[config.mk]
export PLATFORM = sky130hd
export DESIGN_NAME = qpr_finish
export DESIGN_NICKNAME = d
export VERILOG_FILES = /design/src/qpr_pkg.sv /design/src/qpr_finish.sv
export SDC_FILE = /design/constraint.sdc
export NUM_CORES = 1
export LEC_CHECK = 0
export BUFFER_PORTS_ARGS = -buffer_cell sky130_fd_sc_hd__buf_4
export CORE_UTILIZATION = 50
export DETAILED_ROUTE_END_ITERATION = 6
export PLACE_DENSITY = 0.88
export SLEW_MARGIN = 5
export SYNTH_ARGS = -nofsm -noshare
export SYNTH_HDL_FRONTEND = slang
export SYNTH_SLANG_ARGS = --single-unit
[constraint.sdc]
create_clock -name clk -period 7.66 [get_ports clk]
set_input_delay 1.532 -clock clk [delete_from_list [all_inputs] [get_ports clk]]
set_output_delay 1.532 -clock clk [all_outputs]
set_load 0.01 [all_outputs]
[src/qpr_pkg.sv]
// types and constants of the quaternion point rotator
`default_nettype none

package qpr_pkg;

  localparam int COORD_W   = 24;
  localparam int QUAT_W    = 16;
  localparam int DIFF_W    = COORD_W + 1;
  localparam int PROD1_W   = DIFF_W + QUAT_W;
  localparam int T_W       = PROD1_W + 2;
  localparam int PROD2_W   = T_W + QUAT_W;
  localparam int PAIR_W    = PROD2_W + 1;
  localparam int R_W       = PAIR_W + 2;
  localparam int FRAC_DROP = 28;
  localparam int RND_W     = R_W - FRAC_DROP;
  localparam int SUM_W     = RND_W + 1;
  localparam int IDX_W     = 3;

  localparam logic signed [R_W-1:0] RND_BIAS = R_W'(1) <<< (FRAC_DROP - 1);
  localparam logic signed [COORD_W-1:0] COORD_MAX = 24'sh7FFFFF;
  localparam logic signed [COORD_W-1:0] COORD_MIN = -24'sh800000;
  localparam logic signed [QUAT_W-1:0] ROT_W_RESET = 16'sd16384;

  // configuration register indexes
  typedef enum logic [IDX_W-1:0] {
    REG_ROT_W    = 3'd0,
    REG_ROT_X    = 3'd1,
    REG_ROT_Y    = 3'd2,
    REG_ROT_Z    = 3'd3,
    REG_CENTER_X = 3'd4,
    REG_CENTER_Y = 3'd5,
    REG_CENTER_Z = 3'd6
  } reg_idx_t;

  typedef struct packed {
    logic signed [QUAT_W-1:0] w;
    logic signed [QUAT_W-1:0] x;
    logic signed [QUAT_W-1:0] y;
    logic signed [QUAT_W-1:0] z;
  } quat_t;

  typedef struct packed {
    logic signed [COORD_W-1:0] x;
    logic signed [COORD_W-1:0] y;
    logic signed [COORD_W-1:0] z;
  } coord_vec_t;

  typedef struct packed {
    logic signed [DIFF_W-1:0] x;
    logic signed [DIFF_W-1:0] y;
    logic signed [DIFF_W-1:0] z;
  } diff_vec_t;

  typedef struct packed {
    logic signed [T_W-1:0] w;
    logic signed [T_W-1:0] x;
    logic signed [T_W-1:0] y;
    logic signed [T_W-1:0] z;
  } tquat_t;

  typedef struct packed {
    logic signed [R_W-1:0] x;
    logic signed [R_W-1:0] y;
    logic signed [R_W-1:0] z;
  } rvec_t;

  // pipeline control handed to each section: global advance and beat valid
  typedef struct packed {
    logic en;
    logic vld;
  } pipe_ctl_t;

endpackage

`default_nettype wire

[src/qpr_finish.sv]
// drop fraction bits, add the center back, saturate, output register
`default_nettype none

module qpr_finish (
  input  logic                 clk,
  input  logic                 rst,
  input  qpr_pkg::pipe_ctl_t   ctl,
  input  qpr_pkg::rvec_t       r,
  input  qpr_pkg::coord_vec_t  center,
  output logic                 out_valid,
  output qpr_pkg::coord_vec_t  res
);

  logic signed [qpr_pkg::SUM_W-1:0] sx, sy, sz;

  function automatic logic signed [qpr_pkg::COORD_W-1:0] sat(
    input logic signed [qpr_pkg::SUM_W-1:0] v
  );
    logic signed [qpr_pkg::COORD_W-1:0] o;
    if (v > qpr_pkg::SUM_W'(qpr_pkg::COORD_MAX)) begin
      o = qpr_pkg::COORD_MAX;
    end else if (v < qpr_pkg::SUM_W'(qpr_pkg::COORD_MIN)) begin
      o = qpr_pkg::COORD_MIN;
    end else begin
      o = v[qpr_pkg::COORD_W-1:0];
    end
    return o;
  endfunction

  // floor shift of the biased sum, then center
  always_comb begin
    sx = qpr_pkg::SUM_W'($signed(r.x[qpr_pkg::R_W-1:qpr_pkg::FRAC_DROP]))
       + qpr_pkg::SUM_W'(center.x);
    sy = qpr_pkg::SUM_W'($signed(r.y[qpr_pkg::R_W-1:qpr_pkg::FRAC_DROP]))
       + qpr_pkg::SUM_W'(center.y);
    sz = qpr_pkg::SUM_W'($signed(r.z[qpr_pkg::R_W-1:qpr_pkg::FRAC_DROP]))
       + qpr_pkg::SUM_W'(center.z);
  end

  // output beat
  always_ff @(posedge clk) begin
    if (rst) begin
      out_valid <= 1'b0;
    end else if (ctl.en) begin
      out_valid <= ctl.vld;
    end
  end

  always_ff @(posedge clk) begin
    if (ctl.en) begin
      res.x <= sat(sx);
      res.y <= sat(sy);
      res.z <= sat(sz);
    end
  end

endmodule

`default_nettype wire

== Yosys cells after proc, flatten, opt, wreduce, memory -nomap -nowiden ==
Index checks and enable logic that the tools add are counted.
Storage, ports and cells
  flip-flop bits (word level): 73
  input port bits: 262
  word-level logic and storage cells: 16
  output and inout bits: 73
Cells by class
  add/sub/neg operators: 3
  $lt $le $gt $ge: 6
  multiplexer cells: 3
Operators with widths (number)
  $add A34 B24 Y35: 3
  $gt A35 B24 Y1 const B: 3
  $lt A35 B24 Y1 const B: 3
  $mux W24: 3

== Logic depth before layout (Yosys ltp) ==
Gate-level depths: netlist of run 1.
  word-level depth: 3
  depth in mapped cells: 13
  gate-level depth less buffers: 12

== Least setup slack after synthesis of run 1 ==
No wires, ideal clock.
  path kind: input port to flip-flop
  from: input r[90] (netlist bit)
  to: register res[29] (netlist bit), data pin
  path buffers: 1
  path slack: 2.873 ns
  setup time: 0.267 ns
  required time: 7.393 ns
  stages: 13
  arrival time: 4.520 ns
  cells stage by stage: ha_1 > fa_1 > a21o_1 > a2bb2oi_1 > o221ai_1 > a211oi_2 > o311a_1 > nor3_4 > xor2_2 > or4_4 > o41ai_4 > buf_6 > o21ai_1
On the way
  longest elaborated chain between the ends: 3
  elaborated cells between the ends (all ways): 4
  those cells by class: 1 x add/sub; 2 x order compare; 1 x mux
RTL lines
  from (decl): line qpr_finish.sv:8  | input qpr_pkg::rvec_t r,
  $add A34 B24 Y35 (*): line qpr_finish.sv:35  | + qpr_pkg::SUM_W'(center.y);
  $lt A35 B24 Y1: line qpr_finish.sv:22  | end else if (v < qpr_pkg::SUM_W'(qpr_pkg::COORD_MIN)) begin
  $mux W24: line qpr_finish.sv:22
  to (decl): line qpr_finish.sv:11  | output qpr_pkg::coord_vec_t res
Every way passes the cells marked *; elsewhere a longest branch is shown, timed or not.
A chain may end at the register's enable or synchronous reset.

== Worst setup path in the final report of run 1 ==
  from: input r[90] (netlist bit)
  to: register res[40] (netlist bit), data pin
Same word-level chain as after synthesis.

==> results of run 1 <==
==> cells by family after synthesis <==
logic type,count (synthesis),synth area share (%)
compound gates,400,30.5
simple gates,278,16.4
fa+ha+maj,105,15.0
xor+xnor,88,8.85
buf+inv,74,4.10
flops,73,24.6
mux,4,0.465
==> how the worst min path moves through the flow <==
stage	end	slack, ps	cells past startpoint
global placement	out_valid$_SDFFE_PP0P_	490	2
detailed placement	out_valid$_SDFFE_PP0P_	520	2
floorplan	out_valid$_SDFFE_PP0P_	530	2
finish	out_valid$_SDFFE_PP0P_	540	2
CTS	out_valid$_SDFFE_PP0P_	540	2
global route	out_valid$_SDFFE_PP0P_	570	2
==> critical path, cell delays in order <==
cell and delay (ps):
buf_4 110, ha_1 230, fa_1 440, a21o_1 200, a2bb2oi_1 280, o221ai_1 280
a211oi_2 430, o311a_1 250, nor3_4 60, xor2_2 160, or4_4 530, o41ai_4 470
buf_4 330, o21ai_1 90
==> final cells by class <==
type / count / area, µm² / area share (%)
Sequential cell: 73 / 2180 / 19.6
Tap cell: 225 / 282 / 2.53
Clock buffer: 9 / 225 / 2.02
Inverter: 27 / 101 / 0.909
Multi-Input combinational cell: 875 / 6350 / 57.0
Clock inverter: 7 / 83.8 / 0.752
Timing Repair Buffer: 256 / 1920 / 17.2
==> per-stage QoR <==
| step | power, mW | cells | hold slack, ps | setup WS, ps | area [µm²] |
|---|---|---|---|---|---|
| final | 1.85 | 1472 | 536 | 2310 | 11100 |
| after global routing | 1.95 | 1472 | 572 | 2000 | 11100 |
| after CTS | 1.84 | 1472 | 541 | 2340 | 11100 |
| after detailed placement | 1.39 | 1456 | 520 | 1990 | 10800 |
| after global placement | 1.38 | 1456 | 486 | 2060 | 10800 |
| after floorplan | 1.09 | 1022 | 528 | 2870 | 8880 |
==> metal layers <==
layer | share of wire, % | GRT usage [%] | up-vias
li1 | - | - | 4395
met1 | 43 | 37.6 | 4243
met2 | 45 | 45.1 | 493
met3 | 9.3 | 4.56 | 46
met4 | 2.2 | 7.99 | 0
met5 | 0 | 0 | -
==> registers in the layout (all words and copies together), names as in the netlist <==
signal     count
out_valid      1
res           72
==> cells in the final DEF, fill, tap and decap left out, types with 20 or more instances in the layout <==
cell type and instances:
a21oi_1 93, nand4_1 26, xor2_1 41, a21o_1 69, edfxtp_1 72, inv_1 25
nand4b_1 20, nand2_1 77, xnor2_1 45, o211ai_1 32, nor2_1 59, ha_1 102
buf_4 256, o21ai_0 52, nand3_1 21, o21ai_1 31
==> power by group <==
group,internal (mW),switching (mW)
clock,0.259,0.186
combinational,0.382,0.492
sequential,0.510,0.0187
==> metrics, run 1 <==
Detailed Place HPWL=20.8 mm; clock sink total=73; core area=17300 µm²; clk slew on worst S/H paths=60 ps; worst endpoint required time=7710 ps; Avg Synthesized Cell Area=8.69 µm²; worst-margin pin slew=1260 ps; R2R setup slack=7060 ps; Final ANT Viol Nets=0; worst reg-to-reg path cell count=2; post-CTS setup buffer count=0; HP Class=flip-flop to flip-flop; Via density=6.23; full die area=18300 µm²; area growth from synthesis to layout=25.5%; Via Count=9177; r2r endpoint=out_valid$_SDFFE_PP0P_; max cap viols=0; Setup TNS=0 ps; CTS tree=built; First-pass DRT Iterations=5; synth top area cells=edfxtp_1 (24%), ha_1 (14%), a21o_1 (5.8%); DRT iter0 DRCs=710; Syn Nets=1389; io pins=335; Seq/Total Area, Yosys=24.6%; post-CTS sizing=0; Max VDD drop=0.0986 mV; CP Class=primary input to flip-flop; CP Capture Type=flip-flop; fraction of layout cells with a size suffix above 1=24.6%; maximum number of pins on one net before global-route repair=74; async set-reset flop share out of synthesis=0%; beginning of the worst register-to-register path=out_valid$_SDFFE_PP0P_; Syn. warnings=0; Cell Pwr Density=166 nW/µm²; global-route usage over all layers=27.7%; Slew HR=16.2%; leading area contributor after synthesis=edfxtp_1; WP data arrival=5400 ps; Synth cell types=90; Clock Path Buffers=2; final worst-path cycle share=69.9%; status=complete, no violations; Commonest cells post-synth=ha_1 (102), a21oi_1 (93), nand2_1 (77); Post-Synthesis Cells=1022; initial antenna violation count=0; Leak=4.89 nW; CP max FO=17; Hold Fails Final Rpt=0; Clk Latency, worst-skew pair=340 ps; Rows=48; CTS Root Cell=clkbuf_16; Fmax achieved=0.187 GHz; final core utilization=64.4%; I/O Buffers=250; Post-synth EDFFs=72; Syn Std Cell Area=8880 µm²; Final min period=5350 ps; global-route wire length before repair=40.7 mm; Die Height=135 µm; crit path to=res[40]$_SDFFCE_PN1P_; fillcell total=1496; Setup crit start kind=primary input; clk_skew=0 ps; RSZ-0062 raised after global routing=false; die span in x=135 µm; register bit total from synthesis=73; launch point of the worst path=r[90]; fin. max-slew vios=0; hold_sp=out_valid$_SDFFE_PP0P_; Final setup violation count=0; # diodes=0; vias in the first global route=8441; Hold Buf Count CTS=0; dominant synthesized flop cell=edfxtp_1; DRC Markers=0; H-tree depth=3; final WL=26.0 mm; Routed wire per std cell=17.7 µm; global placer's final weighted congestion=0.972; post-synth top area share=24.3%; Num CTS Buffers=9; Post-layout nets=1609; Initial Utilization=51.3%; count leader, synth=ha_1; final global-route overflow total=0
Note: power is estimated with default switching activity, not from simulation.
==> run 2, diff against run 1 <==
CORE_UTILIZATION = 46   (was 50)
PLACE_DENSITY = 0.86   (was 0.88)
clock period = 4.7 ns   (was 7.66 ns; I/O delays follow)
==> metrics, run 2 (same netlist as run 1, synthesis figures left out) <==
status=complete, no violations (unchanged); R2R setup slack=4110 ps (was 7060 ps); io pins=335 (unchanged); First-pass DRT Iterations=7 (was 5); Via Count=9076 (was 9177); I/O Buffers=250 (unchanged); CTS tree=built (unchanged); core area=18800 µm² (was 17300 µm²); Largest Register=res (unchanged); worst endpoint required time=4780 ps (was 7710 ps); fraction of layout cells with a size suffix above 1=25.6% (was 24.6%); Hold Fails Final Rpt=0 (unchanged); Final min period=4310 ps; Routed wire per std cell=17.3 µm (was 17.7 µm); global-route wire length before repair=41.0 mm (was 40.7 mm); WP data arrival=4390 ps (was 5400 ps); most frequent cells in the layout=buf_4 (268), ha_1 (102), a21oi_1 (93) (was buf_4 (256), ha_1 (102), a21oi_1 (93)); Max VDD drop=0.197 mV (was 0.0986 mV); CP Capture Type=flip-flop (unchanged); Final setup violation count=0 (unchanged); Clock Path Buffers=2 (unchanged); DRC Markers=0 (unchanged); vias in the first global route=8237 (was 8441); max cap viols=0 (unchanged); Clk Latency, worst-skew pair=330 ps (was 340 ps); clock sink total=73 (unchanged); Cell Pwr Density=268 nW/µm² (was 166 nW/µm²); commonest non-fill, non-tap cell in the layout=buf_4 (unchanged); Largest register FFs=72 (unchanged); clk slew on worst S/H paths=60 ps (about the same); CP Class=primary input to flip-flop (unchanged); full die area=19900 µm² (was 18300 µm²); CP max FO=23 (was 17); Post-layout nets=1626 (was 1609); global-route usage over all layers=25.7% (was 27.7%); initial antenna violation count=0 (unchanged); DRT iter0 DRCs=673 (was 710); CTS Root Cell=clkbuf_16 (unchanged); fin area=11400 µm² (was 11100 µm²); Fmax achieved=0.232 GHz; H-tree depth=3 (unchanged); fin. max-slew vios=0 (unchanged); # diodes=0 (unchanged); HP Class=flip-flop to flip-flop (unchanged); die span in x=141 µm (was 135 µm); Setup crit start kind=primary input (unchanged); Largest regs=res (72), out_valid (1) (unchanged); Die Height=141 µm (was 135 µm); global placer's final weighted congestion=0.958 (was 0.972); area growth from synthesis to layout=28.1% (was 25.5%); maximum number of pins on one net before global-route repair=74 (unchanged); Detailed Place HPWL=21.4 mm (was 20.8 mm); Final ANT Viol Nets=0 (unchanged); Initial Utilization=47.2% (was 51.3%); final global-route overflow total=0 (unchanged); Setup TNS=0 ps (unchanged); post-CTS setup buffer count=0 (unchanged); final worst-path cycle share=91.7%; Rows=50 (was 48); Num CTS Buffers=9 (unchanged); clk_skew=0 ps (unchanged); fillcell total=1639 (was 1496); final WL=26.4 mm (was 26.0 mm); Slew HR=37.9% (was 16.2%); Leak=4.99 nW (was 4.89 nW); Via density=5.96 (was 6.23); worst-margin pin slew=932 ps (was 1260 ps); DP Area=11100 µm² (was 10800 µm²); post-CTS sizing=0 (unchanged); RSZ-0062 raised after global routing=false (unchanged); Hold Buf Count CTS=0 (unchanged)
run 2: final cells by class:
| cell class | count | area [µm²] | area share, % |
|---|---|---|---|
| clock buffer | 9 | 225 | 1.98 |
| clock inverter | 7 | 85.1 | 0.748 |
| inverter | 27 | 101 | 0.891 |
| multi-input combinational | 875 | 6350 | 55.8 |
| sequential | 73 | 2180 | 19.2 |
| tap | 260 | 325 | 2.86 |
| timing repair buffer | 273 | 2110 | 18.6 |
run 2: worst paths after layout:
path,from,end,cells past startpoint
setup reg to reg,out_valid$_SDFFE_PP0P_,out_valid$_SDFFE_PP0P_,2
hold reg to reg,out_valid$_SDFFE_PP0P_,out_valid$_SDFFE_PP0P_,2
setup / recovery,r[90],res[43]$_SDFFCE_PN1P_,14
hold / removal,out_valid$_SDFFE_PP0P_,out_valid$_SDFFE_PP0P_,2
run 2: metal layers:
metal | track usage, % | vias up | routed length [µm]
met5 | 0 | - | 0
met4 | 6.69 | 0 | 425
met3 | 3.57 | 27 | 2060
met2 | 41.7 | 431 | 12200
met1 | 35.9 | 4184 | 11700
li1 | - | 4434 | -
run 2: metrics by stage:
step	utilization, %	power (mW)	hold slack, ps	std cells	setup WS (ps)
2_1_floorplan	-	1.78	528	1022	505
3_3_place_gp	58.8	2.29	483	1508	150
3_5_place_dp	58.8	2.31	504	1508	98.9
4_1_cts	60.4	3.04	521	1524	442
5_1_grt	60.4	3.22	558	1524	199
6_report	60.4	3.05	518	1524	390
run 2: critical path: stages:
cell and delay [ps]:
buf_4 110, ha_1 230, fa_1 440, a211o_1 280, o211ai_1 180, a2111oi_4 160
a2111oi_1 510, nor2_1 160, xnor2_2 210, nand4_1 120, or4_4 440, o41ai_4 290
buf_12 210, o21ai_1 90
run 2: where the power goes:
part           total, mW  internal (mW)  switching [mW]
clock network      0.723          0.423           0.300
logic               1.46          0.656           0.804
registers          0.867          0.832          0.0351
total               3.05           1.91            1.14
==> run 3, diff against run 2 <==
PLACE_DENSITY = 0.9   (was 0.86)
==> metrics, run 3 (same netlist as run 1, synthesis figures left out) <==
status=complete, no violations (unchanged); most used cell, CP=buf_4; final global-route overflow total=0 (unchanged); final worst-path cycle share=92.1% (was 91.7%); CP Class=primary input to flip-flop (unchanged); Detailed Place HPWL=22.0 mm (was 21.4 mm); Initial Utilization=47.2% (unchanged); Largest regs=res (72), out_valid (1) (unchanged); DRC Markers=0 (unchanged); worst-margin pin slew=969 ps (was 932 ps); Setup crit start kind=primary input (unchanged); most frequent cells in the layout=buf_4 (274), ha_1 (102), a21oi_1 (93) (was buf_4 (268), ha_1 (102), a21oi_1 (93)); full die area=19900 µm² (unchanged); # diodes=0 (unchanged); Max stage delay on crit path=420 ps (was 510 ps); Final ANT Viol Nets=0 (unchanged); CP bufs+invs=4 (was 2); Num CTS Buffers=9 (unchanged); Largest register FFs=72 (unchanged); die span in x=141 µm (unchanged); fin. max-slew vios=0 (unchanged); delay-heaviest family, CP=compound AO/OA/AOI/OAI gates (unchanged); Setup TNS=0 ps (unchanged); CP Capture Type=flip-flop (unchanged); I/O Buffers=250 (unchanged); initial antenna violation count=0 (unchanged); io pins=335 (unchanged); Max stage delay cell, worst path=a2111oi_0 (was a2111oi_1); H-tree depth=3 (unchanged); clk slew on worst S/H paths=70 ps (was 60 ps); Slew HR=35.4% (was 37.9%); Leak=5.01 nW (was 4.99 nW); Routed wire per std cell=18.0 µm (was 17.3 µm); Via density=6.08 (was 5.96); RSZ-0062 raised after global routing=false (unchanged); clock sink total=73 (unchanged); Final setup violation count=0 (unchanged); Clock Path Buffers=2 (unchanged); Max VDD drop=0.188 mV (was 0.197 mV); vias in the first global route=8705 (was 8237); Largest Register=res (unchanged); Fmax achieved=0.231 GHz (was 0.232 GHz); global placer's final weighted congestion=0.976 (was 0.958); global-route usage over all layers=27.0% (was 25.7%); CP max FO=23 (unchanged); Cell Pwr Density=269 nW/µm² (was 268 nW/µm²); HP Class=flip-flop to flip-flop (unchanged); Post-layout nets=1632 (was 1626); post-CTS setup buffer count=0 (unchanged); worst setup margin=371 ps (was 390 ps); DRT iter0 DRCs=670 (was 673); Layout Cells excl Fill=1530 (was 1524); dpl ws=17.2 ps (was 98.9 ps); Final min period=4330 ps (was 4310 ps); Via Count=9308 (was 9076); commonest non-fill, non-tap cell in the layout=buf_4 (unchanged); max cap viols=0 (unchanged); post-CTS sizing=0 (unchanged); maximum number of pins on one net before global-route repair=74 (unchanged); Clk Latency, worst-skew pair=340 ps (was 330 ps); CTS tree=built (unchanged); WP data arrival=4380 ps (was 4390 ps); area growth from synthesis to layout=28.7% (was 28.1%); core area=18800 µm² (unchanged); CTS Root Cell=clkbuf_16 (unchanged); global-route wire length before repair=42.9 mm (was 41.0 mm); hold_sp=out_valid$_SDFFE_PP0P_ (unchanged); First-pass DRT Iterations=6 (was 7); fraction of layout cells with a size suffix above 1=26.0% (was 25.6%); worst endpoint required time=4760 ps (was 4780 ps); final WL=27.6 mm (was 26.4 mm); Hold Buf Count CTS=0 (unchanged); clk_skew=0 ps (unchanged); Hold Fails Final Rpt=0 (unchanged); launch point of the worst path=r[152] (was r[90]); crit-path cells=buf_4 -> ha_1 -> fa_1 -> a21oi_1 -> o21ai_1 -> a2111oi_0 -> buf_4 -> o21ai_1 -> buf_4 -> a31oi_1 -> xnor2_1 -> a211oi_1 -> nand3_1 -> o31ai_2 -> buf_12 -> o211ai_1 (was buf_4 -> ha_1 -> fa_1 -> a211o_1 -> o211ai_1 -> a2111oi_4 -> a2111oi_1 -> nor2_1 -> xnor2_2 -> nand4_1 -> or4_4 -> o41ai_4 -> buf_12 -> o21ai_1); Die Height=141 µm (unchanged); beginning of the worst register-to-register path=out_valid$_SDFFE_PP0P_ (unchanged); Rows=50 (unchanged); DP Cell Count=1514 (was 1508)
[run 3: cell type report]
class / instances / area, µm²
multi-input combinational: 875 / 6350
sequential: 73 / 2180
clock buffer: 11 / 243
clock inverter: 5 / 62.6
inverter: 27 / 101
fill: 1601 / 7400
tap: 260 / 325
timing repair buffer: 279 / 2160
[run 3: final timing paths]
check,end,slack [ps],cells past startpoint
setup / recovery,res[63]$_SDFFCE_PN1P_,370,16
hold / removal,out_valid$_SDFFE_PP0P_,520,2
setup reg to reg,out_valid$_SDFFE_PP0P_,4090,2
hold reg to reg,out_valid$_SDFFE_PP0P_,520,2
[run 3: through the flow]
step                hold WS [ps]  area [µm²]  util [%]  power (mW)
floorplan                    528        8880         -        1.78
global placement             481       11100      59.0        2.30
detailed placement           523       11100      59.0        2.32
CTS                          539       11400      60.6        3.06
global route                 557       11400      60.7        3.23
finish                       518       11400      60.7        3.08
[run 3: metal layers]
layer / track usage (%) / vias to the layer above / part of all wire, %
met5: 0 / - / 0
met4: 8.58 / 0 / 2.3
met3: 5.16 / 56 / 8.6
met2: 45.4 / 519 / 46
met1: 34.8 / 4289 / 43
li1: - / 4444 / -
[run 3: worst min-delay path, cell delays in order (launching register included)]
cell     delay (ps)
dfxtp_1         330
mux2i_1          70
nor2_1           80
[run 3: power by group]
part | internal [mW] | switching, mW
clock network | 0.430 | 0.296
logic | 0.666 | 0.818
registers | 0.832 | 0.0343
total | 1.93 | 1.15
